### src/dlpd_pkg.sv
`default_nettype none

package dlpd_pkg;

  // Number of length digits that aborts the header.
  localparam int unsigned DIGIT_LIMIT = 4;

  localparam int unsigned BYTE_W  = 8;
  localparam int unsigned LEN_W   = 10;
  localparam int unsigned DCNT_W  = 3;
  // Width of frame_length * 10 + 9 before saturation.
  localparam int unsigned PROD_W  = LEN_W + 4;

  localparam logic [LEN_W-1:0]  LEN_MAX  = '1;
  localparam logic [BYTE_W-1:0] CH_STAR  = 8'h2A;
  localparam logic [BYTE_W-1:0] CH_CR    = 8'h0D;
  localparam logic [BYTE_W-1:0] CH_LF    = 8'h0A;
  localparam logic [BYTE_W-1:0] CH_BRACE = 8'h7B;
  localparam logic [BYTE_W-1:0] CH_ZERO  = 8'h30;
  localparam logic [BYTE_W-1:0] CH_NINE  = 8'h39;

  typedef enum logic [2:0] {
    PH_IDLE   = 3'd0,
    PH_DIGITS = 3'd1,
    PH_LF     = 3'd2,
    PH_BRACE  = 3'd3,
    PH_BODY   = 3'd4
  } phase_t;

  // Result of one processed byte, from the parser to the output stage.
  typedef struct packed {
    logic              valid;
    logic [BYTE_W-1:0] payload_byte;
    logic              last;
  } result_t;

endpackage

`default_nettype wire

### src/dlpd_parser.sv
`default_nettype none

// Frame parser: holds the framing state and updates it once per step.
module dlpd_parser (
  input  wire logic                        clk,
  input  wire logic                        rst_n,
  input  wire logic                        step,
  input  wire logic [dlpd_pkg::BYTE_W-1:0] in_byte,
  output dlpd_pkg::result_t                result,
  output dlpd_pkg::phase_t                 phase
);

  dlpd_pkg::phase_t                phase_r, phase_nxt;
  logic [dlpd_pkg::DCNT_W-1:0]     dcnt_r, dcnt_nxt;
  logic [dlpd_pkg::LEN_W-1:0]      len_r, len_nxt;
  logic [dlpd_pkg::LEN_W-1:0]      bcnt_r, bcnt_nxt;

  logic                            is_digit;
  logic [dlpd_pkg::PROD_W-1:0]     len_ext;
  logic [dlpd_pkg::PROD_W-1:0]     len_prod;
  logic [dlpd_pkg::LEN_W-1:0]      len_sat;
  logic [dlpd_pkg::DCNT_W-1:0]     dcnt_inc;
  logic [dlpd_pkg::LEN_W-1:0]      bcnt_inc;

  // Length accumulation: len * 10 + digit as two shifts and adds, saturated.
  always_comb begin
    is_digit = (in_byte >= dlpd_pkg::CH_ZERO) && (in_byte <= dlpd_pkg::CH_NINE);
    len_ext  = {{(dlpd_pkg::PROD_W - dlpd_pkg::LEN_W){1'b0}}, len_r};
    len_prod = (len_ext << 3) + (len_ext << 1)
             + {{(dlpd_pkg::PROD_W - 4){1'b0}}, in_byte[3:0]};
    len_sat  = (len_prod > {{(dlpd_pkg::PROD_W - dlpd_pkg::LEN_W){1'b0}}, dlpd_pkg::LEN_MAX})
             ? dlpd_pkg::LEN_MAX : len_prod[dlpd_pkg::LEN_W-1:0];
    dcnt_inc = dcnt_r + 1'b1;
    bcnt_inc = bcnt_r + 1'b1;
  end

  // Next state and result for the byte presented this step.
  always_comb begin
    phase_nxt           = phase_r;
    dcnt_nxt            = dcnt_r;
    len_nxt             = len_r;
    bcnt_nxt            = bcnt_r;
    result.valid        = 1'b0;
    result.payload_byte = in_byte;
    result.last         = 1'b0;
    unique case (phase_r)
      dlpd_pkg::PH_IDLE: begin
        if (in_byte == dlpd_pkg::CH_STAR) begin
          phase_nxt = dlpd_pkg::PH_DIGITS;
          dcnt_nxt  = '0;
          len_nxt   = '0;
        end
      end
      dlpd_pkg::PH_DIGITS: begin
        // Extra stars are skipped; unknown bytes are ignored.
        if (is_digit) begin
          len_nxt  = len_sat;
          dcnt_nxt = dcnt_inc;
          if (dcnt_inc >= dlpd_pkg::DCNT_W'(dlpd_pkg::DIGIT_LIMIT)) begin
            phase_nxt = dlpd_pkg::PH_IDLE;
          end
        end else if (in_byte == dlpd_pkg::CH_CR) begin
          bcnt_nxt  = '0;
          phase_nxt = dlpd_pkg::PH_LF;
        end
      end
      dlpd_pkg::PH_LF: begin
        phase_nxt = (in_byte == dlpd_pkg::CH_LF) ? dlpd_pkg::PH_BRACE : dlpd_pkg::PH_IDLE;
      end
      dlpd_pkg::PH_BRACE: begin
        if (in_byte == dlpd_pkg::CH_BRACE) begin
          phase_nxt    = dlpd_pkg::PH_BODY;
          bcnt_nxt     = dlpd_pkg::LEN_W'(1);
          result.valid = 1'b1;
        end else begin
          phase_nxt = dlpd_pkg::PH_IDLE;
        end
      end
      dlpd_pkg::PH_BODY: begin
        bcnt_nxt     = bcnt_inc;
        result.valid = 1'b1;
        if (bcnt_inc >= len_r) begin
          result.last = 1'b1;
          phase_nxt   = dlpd_pkg::PH_IDLE;
        end
      end
      default: begin
        phase_nxt = dlpd_pkg::PH_IDLE;
      end
    endcase
  end

  // State registers advance only when a byte is processed.
  always_ff @(posedge clk) begin
    if (!rst_n) begin
      phase_r <= dlpd_pkg::PH_IDLE;
      dcnt_r  <= '0;
      len_r   <= '0;
      bcnt_r  <= '0;
    end else if (step) begin
      phase_r <= phase_nxt;
      dcnt_r  <= dcnt_nxt;
      len_r   <= len_nxt;
      bcnt_r  <= bcnt_nxt;
    end
  end

  assign phase = phase_r;

endmodule

`default_nettype wire

### src/decimal_length_prefix_deframer_unit.sv
`default_nettype none

// Channel | Ports                                   | Direction
// --------+-----------------------------------------+----------
// input   | in_valid, in_ready, in_byte             | in
// result  | out_valid, out_ready, out_payload_byte, | out
//         | out_last                                |
//
// One byte per cycle while the output is not stalled: a byte is registered on
// transfer, parsed once the output register can take a result, and its result
// (if any) lands in the output register.
// Reset is synchronous and active low; it returns the parser to idle.
// A stalled output blocks the parse stage; the input register still takes
// a byte whenever it is empty or its byte is being parsed.
module decimal_length_prefix_deframer_unit (
  input  wire logic                        clk,
  input  wire logic                        rst_n,
  input  wire logic                        in_valid,
  output      logic                        in_ready,
  input  wire logic [dlpd_pkg::BYTE_W-1:0] in_byte,
  output      logic                        out_valid,
  input  wire logic                        out_ready,
  output      logic [dlpd_pkg::BYTE_W-1:0] out_payload_byte,
  output      logic                        out_last
);

  logic                        in_valid_r;
  logic [dlpd_pkg::BYTE_W-1:0] in_byte_r;
  logic                        out_valid_r;
  logic [dlpd_pkg::BYTE_W-1:0] out_byte_r;
  logic                        out_last_r;
  logic                        advance;
  dlpd_pkg::result_t           result;
  dlpd_pkg::phase_t            phase;

  // The parse stage moves when it holds a byte and the output register can take a result.
  assign advance  = in_valid_r && (!out_valid_r || out_ready);
  assign in_ready = !in_valid_r || advance;

  // Input register.
  always_ff @(posedge clk) begin
    if (!rst_n) begin
      in_valid_r <= 1'b0;
    end else if (in_ready) begin
      in_valid_r <= in_valid;
    end
  end

  always_ff @(posedge clk) begin
    if (in_valid && in_ready) begin
      in_byte_r <= in_byte;
    end
  end

  dlpd_parser u_parser (
    .clk     (clk),
    .rst_n   (rst_n),
    .step    (advance),
    .in_byte (in_byte_r),
    .result  (result),
    .phase   (phase)
  );

  // Output register.
  always_ff @(posedge clk) begin
    if (!rst_n) begin
      out_valid_r <= 1'b0;
    end else if (advance) begin
      out_valid_r <= result.valid;
    end else if (out_ready) begin
      out_valid_r <= 1'b0;
    end
  end

  always_ff @(posedge clk) begin
    if (advance && result.valid) begin
      out_byte_r <= result.payload_byte;
      out_last_r <= result.last;
    end
  end

  assign out_valid        = out_valid_r;
  assign out_payload_byte = out_byte_r;
  assign out_last         = out_last_r;

  // Results come only from the brace or body phases.
  a_result_phase: assert property (@(posedge clk) disable iff (!rst_n)
    advance && result.valid |->
      (phase == dlpd_pkg::PH_BRACE || phase == dlpd_pkg::PH_BODY))
    else $error("result produced outside payload phases");

  // The frame-closing byte returns the parser to idle.
  a_last_idle: assert property (@(posedge clk) disable iff (!rst_n)
    advance && result.valid && result.last |=> phase == dlpd_pkg::PH_IDLE)
    else $error("parser not idle after last byte");

  // An empty input register always accepts a transfer.
  a_empty_ready: assert property (@(posedge clk) disable iff (!rst_n)
    !in_valid_r |-> in_ready)
    else $error("input stalled while empty");

  // A new result appears only from a parse step.
  a_out_source: assert property (@(posedge clk) disable iff (!rst_n)
    $rose(out_valid_r) |-> $past(advance))
    else $error("result valid without a parse step");

endmodule

`default_nettype wire
### config.mk
export PLATFORM = sky130hd
export DESIGN_NAME = decimal_length_prefix_deframer_unit
export DESIGN_NICKNAME = d
export VERILOG_FILES = /design/src/dlpd_pkg.sv /design/src/dlpd_parser.sv /design/src/decimal_length_prefix_deframer_unit.sv
export SDC_FILE = /design/constraint.sdc
export NUM_CORES = 1
export LEC_CHECK = 0
export BUFFER_PORTS_ARGS = -buffer_cell sky130_fd_sc_hd__buf_2
export CORE_ASPECT_RATIO = 1.2
export CORE_UTILIZATION = 40
export CTS_BUF_LIST = sky130_fd_sc_hd__clkbuf_2 sky130_fd_sc_hd__clkbuf_4 sky130_fd_sc_hd__clkbuf_8
export CTS_CLUSTER_DIAMETER = 120
export DETAILED_ROUTE_END_ITERATION = 10
export PLACE_DENSITY = 0.61
export SYNTH_ARGS = -nofsm -noshare
export SYNTH_HDL_FRONTEND = slang
export SYNTH_SLANG_ARGS = --single-unit
export TNS_END_PERCENT = 30
### constraint.sdc
create_clock -name clk -period 3.87 [get_ports clk]
set_input_delay 0.5805 -clock clk [delete_from_list [all_inputs] [get_ports clk]]
set_output_delay 0.5805 -clock clk [all_outputs]
set_load 0.01 [all_outputs]
# After elaboration in Yosys (flattened, before gate mapping)
# Index checks and enable logic that the tools add are counted.
[op_classes]
addsub = 4
n_lt_le_gt_ge = 5
n_eq_ne = 16
n_mux = 24
n_reduce_logical = 15
[op_table]
columns = ["operator", "n"]
rows = [
  ["10-bit two-way mux", 6],
  ["10-bit case mux with 3 select lines", 1],
  ["3-bit two-way mux", 8],
  ["10-bit case mux with 2 select lines", 1],
  ["8-bit by 4-bit equality test with 1-bit output (second input constant)", 2],
  ["3-bit case mux with 5 select lines", 1],
  ["13-bit by 11-bit adder with 14-bit output", 1],
  ["14-bit by 4-bit adder with 14-bit output", 1],
  ["14-bit by 10-bit > comparator with 1-bit output (second input constant)", 1],
  ["10-bit by 1-bit adder with 10-bit output (second input constant)", 1],
  ["10-bit >= comparator", 1],
  ["2-bit by 1-bit != test with 1-bit output (second input constant)", 5],
  ["5-bit AND reduction", 2],
  ["8-bit by 6-bit equality test with 1-bit output (second input constant)", 1],
  ["8-bit by 7-bit equality test with 1-bit output (second input constant)", 1],
  ["8-bit by 6-bit >= comparator with 1-bit output (second input constant)", 1],
  ["8-bit by 6-bit <= comparator with 1-bit output (second input constant)", 1],
  ["3-bit by 2-bit equality test with 1-bit output (second input constant)", 2],
  ["3-bit case mux with 2 select lines", 1],
  ["1-bit logical AND", 4],
  ["1-bit two-way mux", 4],
  ["4-bit AND reduction", 1],
  ["2-bit nonzero test", 2],
  ["3-bit by 1-bit adder with 3-bit output (second input constant)", 1],
  ["other kinds (12)", 14],
]
[totals]
regBits = 45
in_bits = 12
output_inout_bits = 11
word_cells = 73

# Longest topological paths before layout
# Gate-level depths: netlist of the first run.
[logic_depth]
word_depth = 6
depth_mapped = 10

# By module
# A second synthesis of the first run with hierarchy kept.
[unflattened]
cells_unflattened = 308
area_unflattened_um2 = 2932.8
[by_module_without_submodules]
columns = ["mod", "n_inst", "cells_each", "area_each_um2", "seq_area_each_um2"]
rows = [
  ["dlpd_parser", 1, 278, 2309.7, 520.5],
  ["decimal_length_prefix_deframer_unit", 1, 30, 623.1, 550.5],
]

# Least setup slack after synthesis of the first run
# Ideal clock, no wire load.
[synth_timing]
kind = "reg-to-reg"
start = "register in_byte_r[3] (netlist name)"
end = "register u_parser.len_r[4] (netlist name)"
t_arrival_ps = 2743
setup_slack_ps = 1052
stages_incl_launch_ff = 9
path_cell_list = "edfxtp_1 fa_1 fa_1 a21o_1 a221oi_2 o21ai_0 xor2_1 nor4_1 o21ai_0"
[synth_via]
elab_chain_cells = 5
[synth_rtl]
columns = ["element", "line_no", "text"]
rows = [
  ["from (decl)", "decimal_length_prefix_deframer_unit.sv:28", "logic [dlpd_pkg::BYTE_W-1:0] in_byte_r;"],
  ["from (signal assigned)", "decimal_length_prefix_deframer_unit.sv:51", "in_byte_r <= in_byte;"],
  ["14-bit by 4-bit adder with 14-bit output", "dlpd_parser.sv:30", "+ {{(dlpd_pkg::PROD_W - 4){1'b0}}, in_byte[3:0]};"],
  ["14-bit by 10-bit > comparator with 1-bit output", "dlpd_parser.sv:31", "len_sat = (len_prod > {{(dlpd_pkg::PROD_W - dlpd_pkg::LEN_W){1'b0}}, dlpd_pkg::LEN_MAX})"],
  ["10-bit two-way mux", "dlpd_parser.sv:32", "? dlpd_pkg::LEN_MAX : len_prod[dlpd_pkg::LEN_W-1:0];"],
  ["10-bit two-way mux", "dlpd_parser.sv:56", "if (is_digit) begin"],
  ["10-bit case mux with 2 select lines", "dlpd_parser.sv:46", "unique case (phase_r)"],
  ["to (signal assigned)", "dlpd_parser.sv:103", "len_r <= len_nxt;"],
  ["to (decl)", "dlpd_parser.sv:15", "logic [dlpd_pkg::LEN_W-1:0] len_r, len_nxt;"],
]
# Parallel ways exist; a longest one is shown, timed or not. The select of a mux whose other input is x is not followed.
# A chain may end at the register's enable or synchronous reset.

# Worst setup path after layout of the first run
[layout_timing]
start = "register in_byte_r[3] (netlist name)"
end = "register u_parser.len_r[6] (netlist name)"
# The elaborated chain is that of the path after synthesis.

==> impl_metrics.ini, run 1 <==
[grt]
grt.overflow.total = 0
grtUsageTotal_pct = 16.99
antenna_found_initial = 0
grt_pass1_vias = 2068
grt_max_degree = 21
grt_pass1_wl_mm = 9.832

[cells_and_area]
final_cells = 408
fin_nets = 365
n_fill_cell = 672
area_delta_synth_final_pct = 11.64
post-route-util_pct = 46.15
antenna_cells = 0
final_area_mm2 = 0.003144
drive_gt1_share_pct = 12.15

[critical_path]
critical_path.max_fanout = 10
critPathCaptureType = register
worst_setup_path_start_kind = register
crit_type = reg -> reg
cp_cell_sequence = fa_1, fa_1, a21o_1, a221oi_2, o21ai_0, xor2_1, nor4_1, o21ai_0
critPathBufInv = 0
cpLargestDelayFamily = adder cells
arrival_ns = 3.35
cpMaxStageDelayCell = fa_1
slowest_delay_ns = 0.56
cp.required_ns = 4.10

[power]
ir_worst_vdd_mv = 0.2108
p_leak_uw = 0.001309
pwr_density_cell_mw_per_mm2 = 308.5
total_power_uw = 970.0

[timing]
post-route-period-util_pct = 80.59
maxSlewHeadroom_pct = 28.66
slew_violations = 0
fmax_mhz = 320.6
fin_crit_ns = 3.119
rsz0062_at_grt = false
fin_skew_ns = 0.008413
fin_setup_tns_ns = 0
hold_viol_final = 0
tightestPinTransition_ns = 1.070
setup_viol = 0

[routing]
vias = 2227
drtPass1Iterations = 4
wirelength_mm = 5.796
routedWlPerCell_um = 14.21
drt_iter0_markers = 94
drt-vias-per-instance = 5.458
ant_nets = 0
drc = 0

[cts]
cts_htree_levels = 2
post_cts_buffers = 0
clkTransAtPathRegs_ns = 0.09
ctsResizeCount = 0
worstSkewPairLatency_ns = 0.30
cts_buffers = 5
clock_path_buffers = 2
cts_tree = built
postCtsHoldBufs = 0
clock-sinks = 45
clockRootBuffer = clkbuf_8

[die]
placementRows = 33
chipHeight_um = 93.92
start_util_pct = 41.34
die_x_um = 78.60
die_area_mm2 = 0.007382
core_area_mm2 = 0.006813
io_pins = 23

[place]
placed_cell_area_mm2 = 0.003007
dp_hpwl_mm = 4.332
placed_cells = 400
place_congestion = 0.8507
io_buffers = 22

[yosys]
synthArstFlopShare_pct = 0
yosys_most_used_dff = dfxtp_1
ys_ff_latch = 45
yosys_warnings = 0
syn_inst = 296
syn-num-nets = 341
avgSynthCellArea_um2 = 9.515
seq_area_frac_synth_pct = 38.03
synthesis.area_mm2 = 0.002816
ys_types = 53
synth_edf_count = 17

[min_path]
hp-class = in -> reg

[run]
maxCapViolations = 0

[run_status]
status = completed
[flip-flops by register name, indices dropped and copies added, names as in the netlist]
name,cells
u_parser.bcnt_r,10
u_parser.phase,3
out_valid,1
in_byte_r,8
out_payload_byte,8
u_parser.len_r,10
in_valid_r,1
out_last,1
u_parser.dcnt_r,3
[worst paths after layout]
path	start	slack, ns	cells after the start	end
max	in_byte_r[3]	0.75	8	u_parser.len_r[6]
min	in_byte[2]	0.45	1	in_byte_r[2]
max reg2reg	in_byte_r[3]	0.75	8	u_parser.len_r[6]
min reg2reg	u_parser.bcnt_r[1]	0.50	2	u_parser.bcnt_r[1]
[per-stage QoR]
step	setup slack [ns]	hold slack (ns)
2_1_floorplan	1.052	0.4581
3_3_place_gp	0.7916	0.4744
3_5_place_dp	0.7822	0.4884
4_1_cts	0.7459	0.4377
5_1_grt	0.4643	0.4258
6_report	0.7510	0.4458
[metal layers]
metal | global-route usage, % | wire length (um) | up-vias
met4 | 5.864 | 81 | 0
met1 | 24.20 | 2826 | 1039
met3 | 3.204 | 173 | 6
met5 | 0 | 0 | -
li1 | - | - | 1144
met2 | 25.43 | 2714 | 38
[synth_stat cells (all sizes together) (2+ instances only)]
library cell  instances  area (um^2)
a21boi                4        30.03
and3                  2        12.51
or2                   3        18.77
a211oi                3        22.52
a21o                  4        30.03
fa                    2        40.04
inv                  10        37.54
nor2                 14        52.55
nand2b                4        25.02
a31oi                 7        43.79
or3                   6        37.54
ha                   31        387.9
o21ai                25        125.1
clkbuf                2        7.510
nand3b                3        22.52
nor4                 12        81.33
xor2                  8        70.07
nand2                33        123.9
nor2b                 8        50.05
xnor2                 7        61.31
nand3                 6        30.03
a21oi                12        60.06
edfxtp               17        510.5
and2                  5        31.28
buf                   3        21.27
o21a                  6        45.04
a211o                 2        17.52
a22oi                 2        15.01
o211ai                2        15.01
mux2i                 2        20.02
o211a                 2        20.02
nor3                  5        25.02
dfxtp                28        560.5
[final cells by class]
cell class                 count  area, um^2  area share, %
sequential                    45        1071          34.06
timing repair buffer          22       110.1          3.502
multi-input combinational    236        1679          53.40
clock inverter                 3       68.82          2.189
clock buffer                   5       68.82          2.189
inverter                      10       37.54          1.194
tap                           87       108.9          3.462
[placed cells by master (no fill, tap or decap), drive strengths merged, types with 6 or more instances in the layout]
cell type  count
xor2           8
xnor2          7
nand2         33
nor4          12
o21ai         25
nor2b          8
buf           22
a31oi          7
dfxtp         28
nand3          6
inv           11
edfxtp        17
a21oi         12
or3            6
o21a           6
ha            31
nor2          14
[kinds of logic (layout without fill, tap and decap cells)]
kind of cell / after synthesis / after routing / share of synthesized area, %
XOR/XNOR: 15 / 15 / 4.665
AND/OR/NAND/NOR: 109 / 109 / 20.70
buffers and inverters: 15 / 40 / 2.355
AO/OA/AOI/OAI: 76 / 76 / 17.81
multiplexers: 3 / 3 / 1.244
adder cells (fa/ha/maj): 33 / 33 / 15.19
flip-flops: 45 / 45 / 38.03
[power breakdown]
group | switching, uW | internal [uW] | leakage (uW)
sequential | 9.59 | 499 | 0.000383
clock | 172 | 260 | 0.0000687
combinational | 15.7 | 13.5 | 0.000858
Power figures use the tool's default switching activity.
==> run 2: changes to the inputs <==
--- a/config.mk
+++ b/config.mk
@@ -11,7 +11,7 @@
 export CTS_BUF_LIST = sky130_fd_sc_hd__clkbuf_2 sky130_fd_sc_hd__clkbuf_4 sky130_fd_sc_hd__clkbuf_8
 export CTS_CLUSTER_DIAMETER = 120
 export DETAILED_ROUTE_END_ITERATION = 10
-export PLACE_DENSITY = 0.61
+export PLACE_DENSITY = 0.63
 export SYNTH_ARGS = -nofsm -noshare
 export SYNTH_HDL_FRONTEND = slang
 export SYNTH_SLANG_ARGS = --single-unit
==> constraint.sdc (replaced) <==
create_clock -name clk -period 2.76 [get_ports clk]
set_input_delay 0.414 -clock clk [delete_from_list [all_inputs] [get_ports clk]]
set_output_delay 0.414 -clock clk [all_outputs]
set_load 0.01 [all_outputs]
==> run 2 against run 1 <==
Compared with the run above:
- the run now ends with negative setup slack left
- sequential cell count did not move
- sequential share of layout area fell by 3.8 points
- critical endpoint unchanged
- sequential power rose by 40%
- fmax rose by 8.7%
- register-to-register slack got worse by 0.86 ns
- first-iteration DRC count rose by 61%
- largest power group unchanged
- die area did not move
- largest cell class unchanged
- critical path type unchanged
- routed wire length rose by 11%
- highest routed layer unchanged
- clock skew fell by 0.0027 ns
==> impl_metrics.ini, run 2 (synthesis results as in run 1) <==
[run_status]
status = finished, violations left
failed_checks = negative setup slack

[power]
p_leak_uw = 0.001481
ir_worst_vdd_mv = 0.1964
pwr_density_cell_mw_per_mm2 = 345.6

[cells_and_area]
seqCellArea_mm2 = 0.001074
n_fill_cell = 622
drive_gt1_share_pct = 24.43
layout_common_cells = nand2_1, ha_1, dfxtp_1
largestRegisters = u_parser.bcnt_r: 10 flops, u_parser.len_r: 10 flops
multi_input_area_mm2 = 0.001919
antenna_cells = 0
fin_nets = 392
final_cells = 435
layout_commonest_cell = nand2_1
final_area_mm2 = 0.003551
area_delta_synth_final_pct = 26.08

[grt]
grt_pass1_wl_mm = 10.46
grt_pass1_vias = 2237
grt_max_degree = 21
grtUsageTotal_pct = 18.17
grt.overflow.total = 0
antenna_found_initial = 0

[critical_path]
cpLargestDelayFamily = adder cells
cp_common_cell = ha_4
crit_type = reg -> reg
arrival_ns = 3.05
slowest_delay_ns = 0.46
cpMaxStageDelayCell = edfxtp_1
cp.required_ns = 2.94
critical_path.max_fanout = 5
critPathCaptureType = register
worst_setup_path_start_kind = register
critPathBufInv = 1
cp_cell_sequence = ha_4, ha_4, fa_2, a21o_1, a221oi_4, buf_6, o31ai_4, mux2_4, nor4_4, o21ai_0

[die]
chipHeight_um = 93.92
start_util_pct = 41.34
core_area_mm2 = 0.006813
die_area_mm2 = 0.007382
die_x_um = 78.60
io_pins = 23
placementRows = 33

[timing]
tightestPinTransition_ns = 0.5541
timing.final.ws_setup_ns = -0.1104
slew_violations = 0
maxSlewHeadroom_pct = 62.92
hold_viol_final = 0
post-route-period-util_pct = 104.0
fin_setup_tns_ns = -0.6523
setup_viol = 10
fin_skew_ns = 0.005750
fin_crit_ns = 2.870
fmax_mhz = 348.4
rsz0062_at_grt = true

[cts]
postCtsHoldBufs = 0
worstSkewPairLatency_ns = 0.30
clock_path_buffers = 2
cts_htree_levels = 2
clockRootBuffer = clkbuf_8
clock-sinks = 45
clkTransAtPathRegs_ns = 0.10
cts_buffers = 5
cts_tree = built

[routing]
drt_iter0_markers = 151
wirelength_mm = 6.415
drtPass1Iterations = 4
ant_nets = 0
routedWlPerCell_um = 14.75
drt-vias-per-instance = 5.517
drc = 0
vias = 2400

[place]
placed_cells = 419
dp_hpwl_mm = 4.533
io_buffers = 22
place_congestion = 0.8142
placed_cell_area_mm2 = 0.003157

[min_path]
hp-class = in -> reg

[run]
maxCapViolations = 0
## run 2: what timing repair did
action / 4_1_cts / 5_1_grt
resized for setup: 16 / 19
buffers inserted: 2 / 4
endpoints found under the setup margin: 10 / 11
pin swaps: 6 / 6
cloned: 2 / 0
## run 2: through the flow
stage | utilization, % | worst slack [ns] | total power [uW] | hold WS, ns
after floorplan | - | 0.002932 | 751.3 | 0.4581
after global placement | 46.34 | -0.07873 | 773.1 | 0.4720
after detailed placement | 46.34 | -0.1995 | 774.8 | 0.4894
after CTS | 49.51 | -0.04869 | 1230 | 0.2676
after global routing | 52.12 | -0.2301 | 1271 | 0.2606
final | 52.12 | -0.1104 | 1227 | 0.2761
## run 2: final cells by class
cell class	count	area share [%]
Inverter	10	1.057
Multi-Input combinational cell	238	54.05
Clock buffer	5	1.938
Timing Repair Buffer	47	8.844
Sequential cell	45	30.23
Clock inverter	3	0.8104
Tap cell	87	3.066
## run 2: path summary, 6_finish.rpt
path	from	to	slack, ns	cells past startpoint
worst min-delay path	in_byte[2]	in_byte_r[2]	0.28	1
worst max-delay path	in_byte_r[2]	u_parser.len_r[6]	-0.11	10
worst max register to register	in_byte_r[2]	u_parser.len_r[6]	-0.11	10
worst min register to register	u_parser.bcnt_r[8]	u_parser.bcnt_r[8]	0.50	2
## run 2: per-layer routing
metal	part of all wire, %	up-vias	track usage [%]
met5	0	-	0
met4	1.7	0	6.173
met3	2.5	11	2.913
met2	50	46	30.80
met1	46	1141	23.26
li1	-	1202	-
## run 2: where the power goes
part / switching (uW) / leakage (uW) / internal [uW]
clock network: 265 / 0.0000511 / 192
logic: 26.4 / 0.00105 / 31.2
registers: 12.4 / 0.000384 / 700
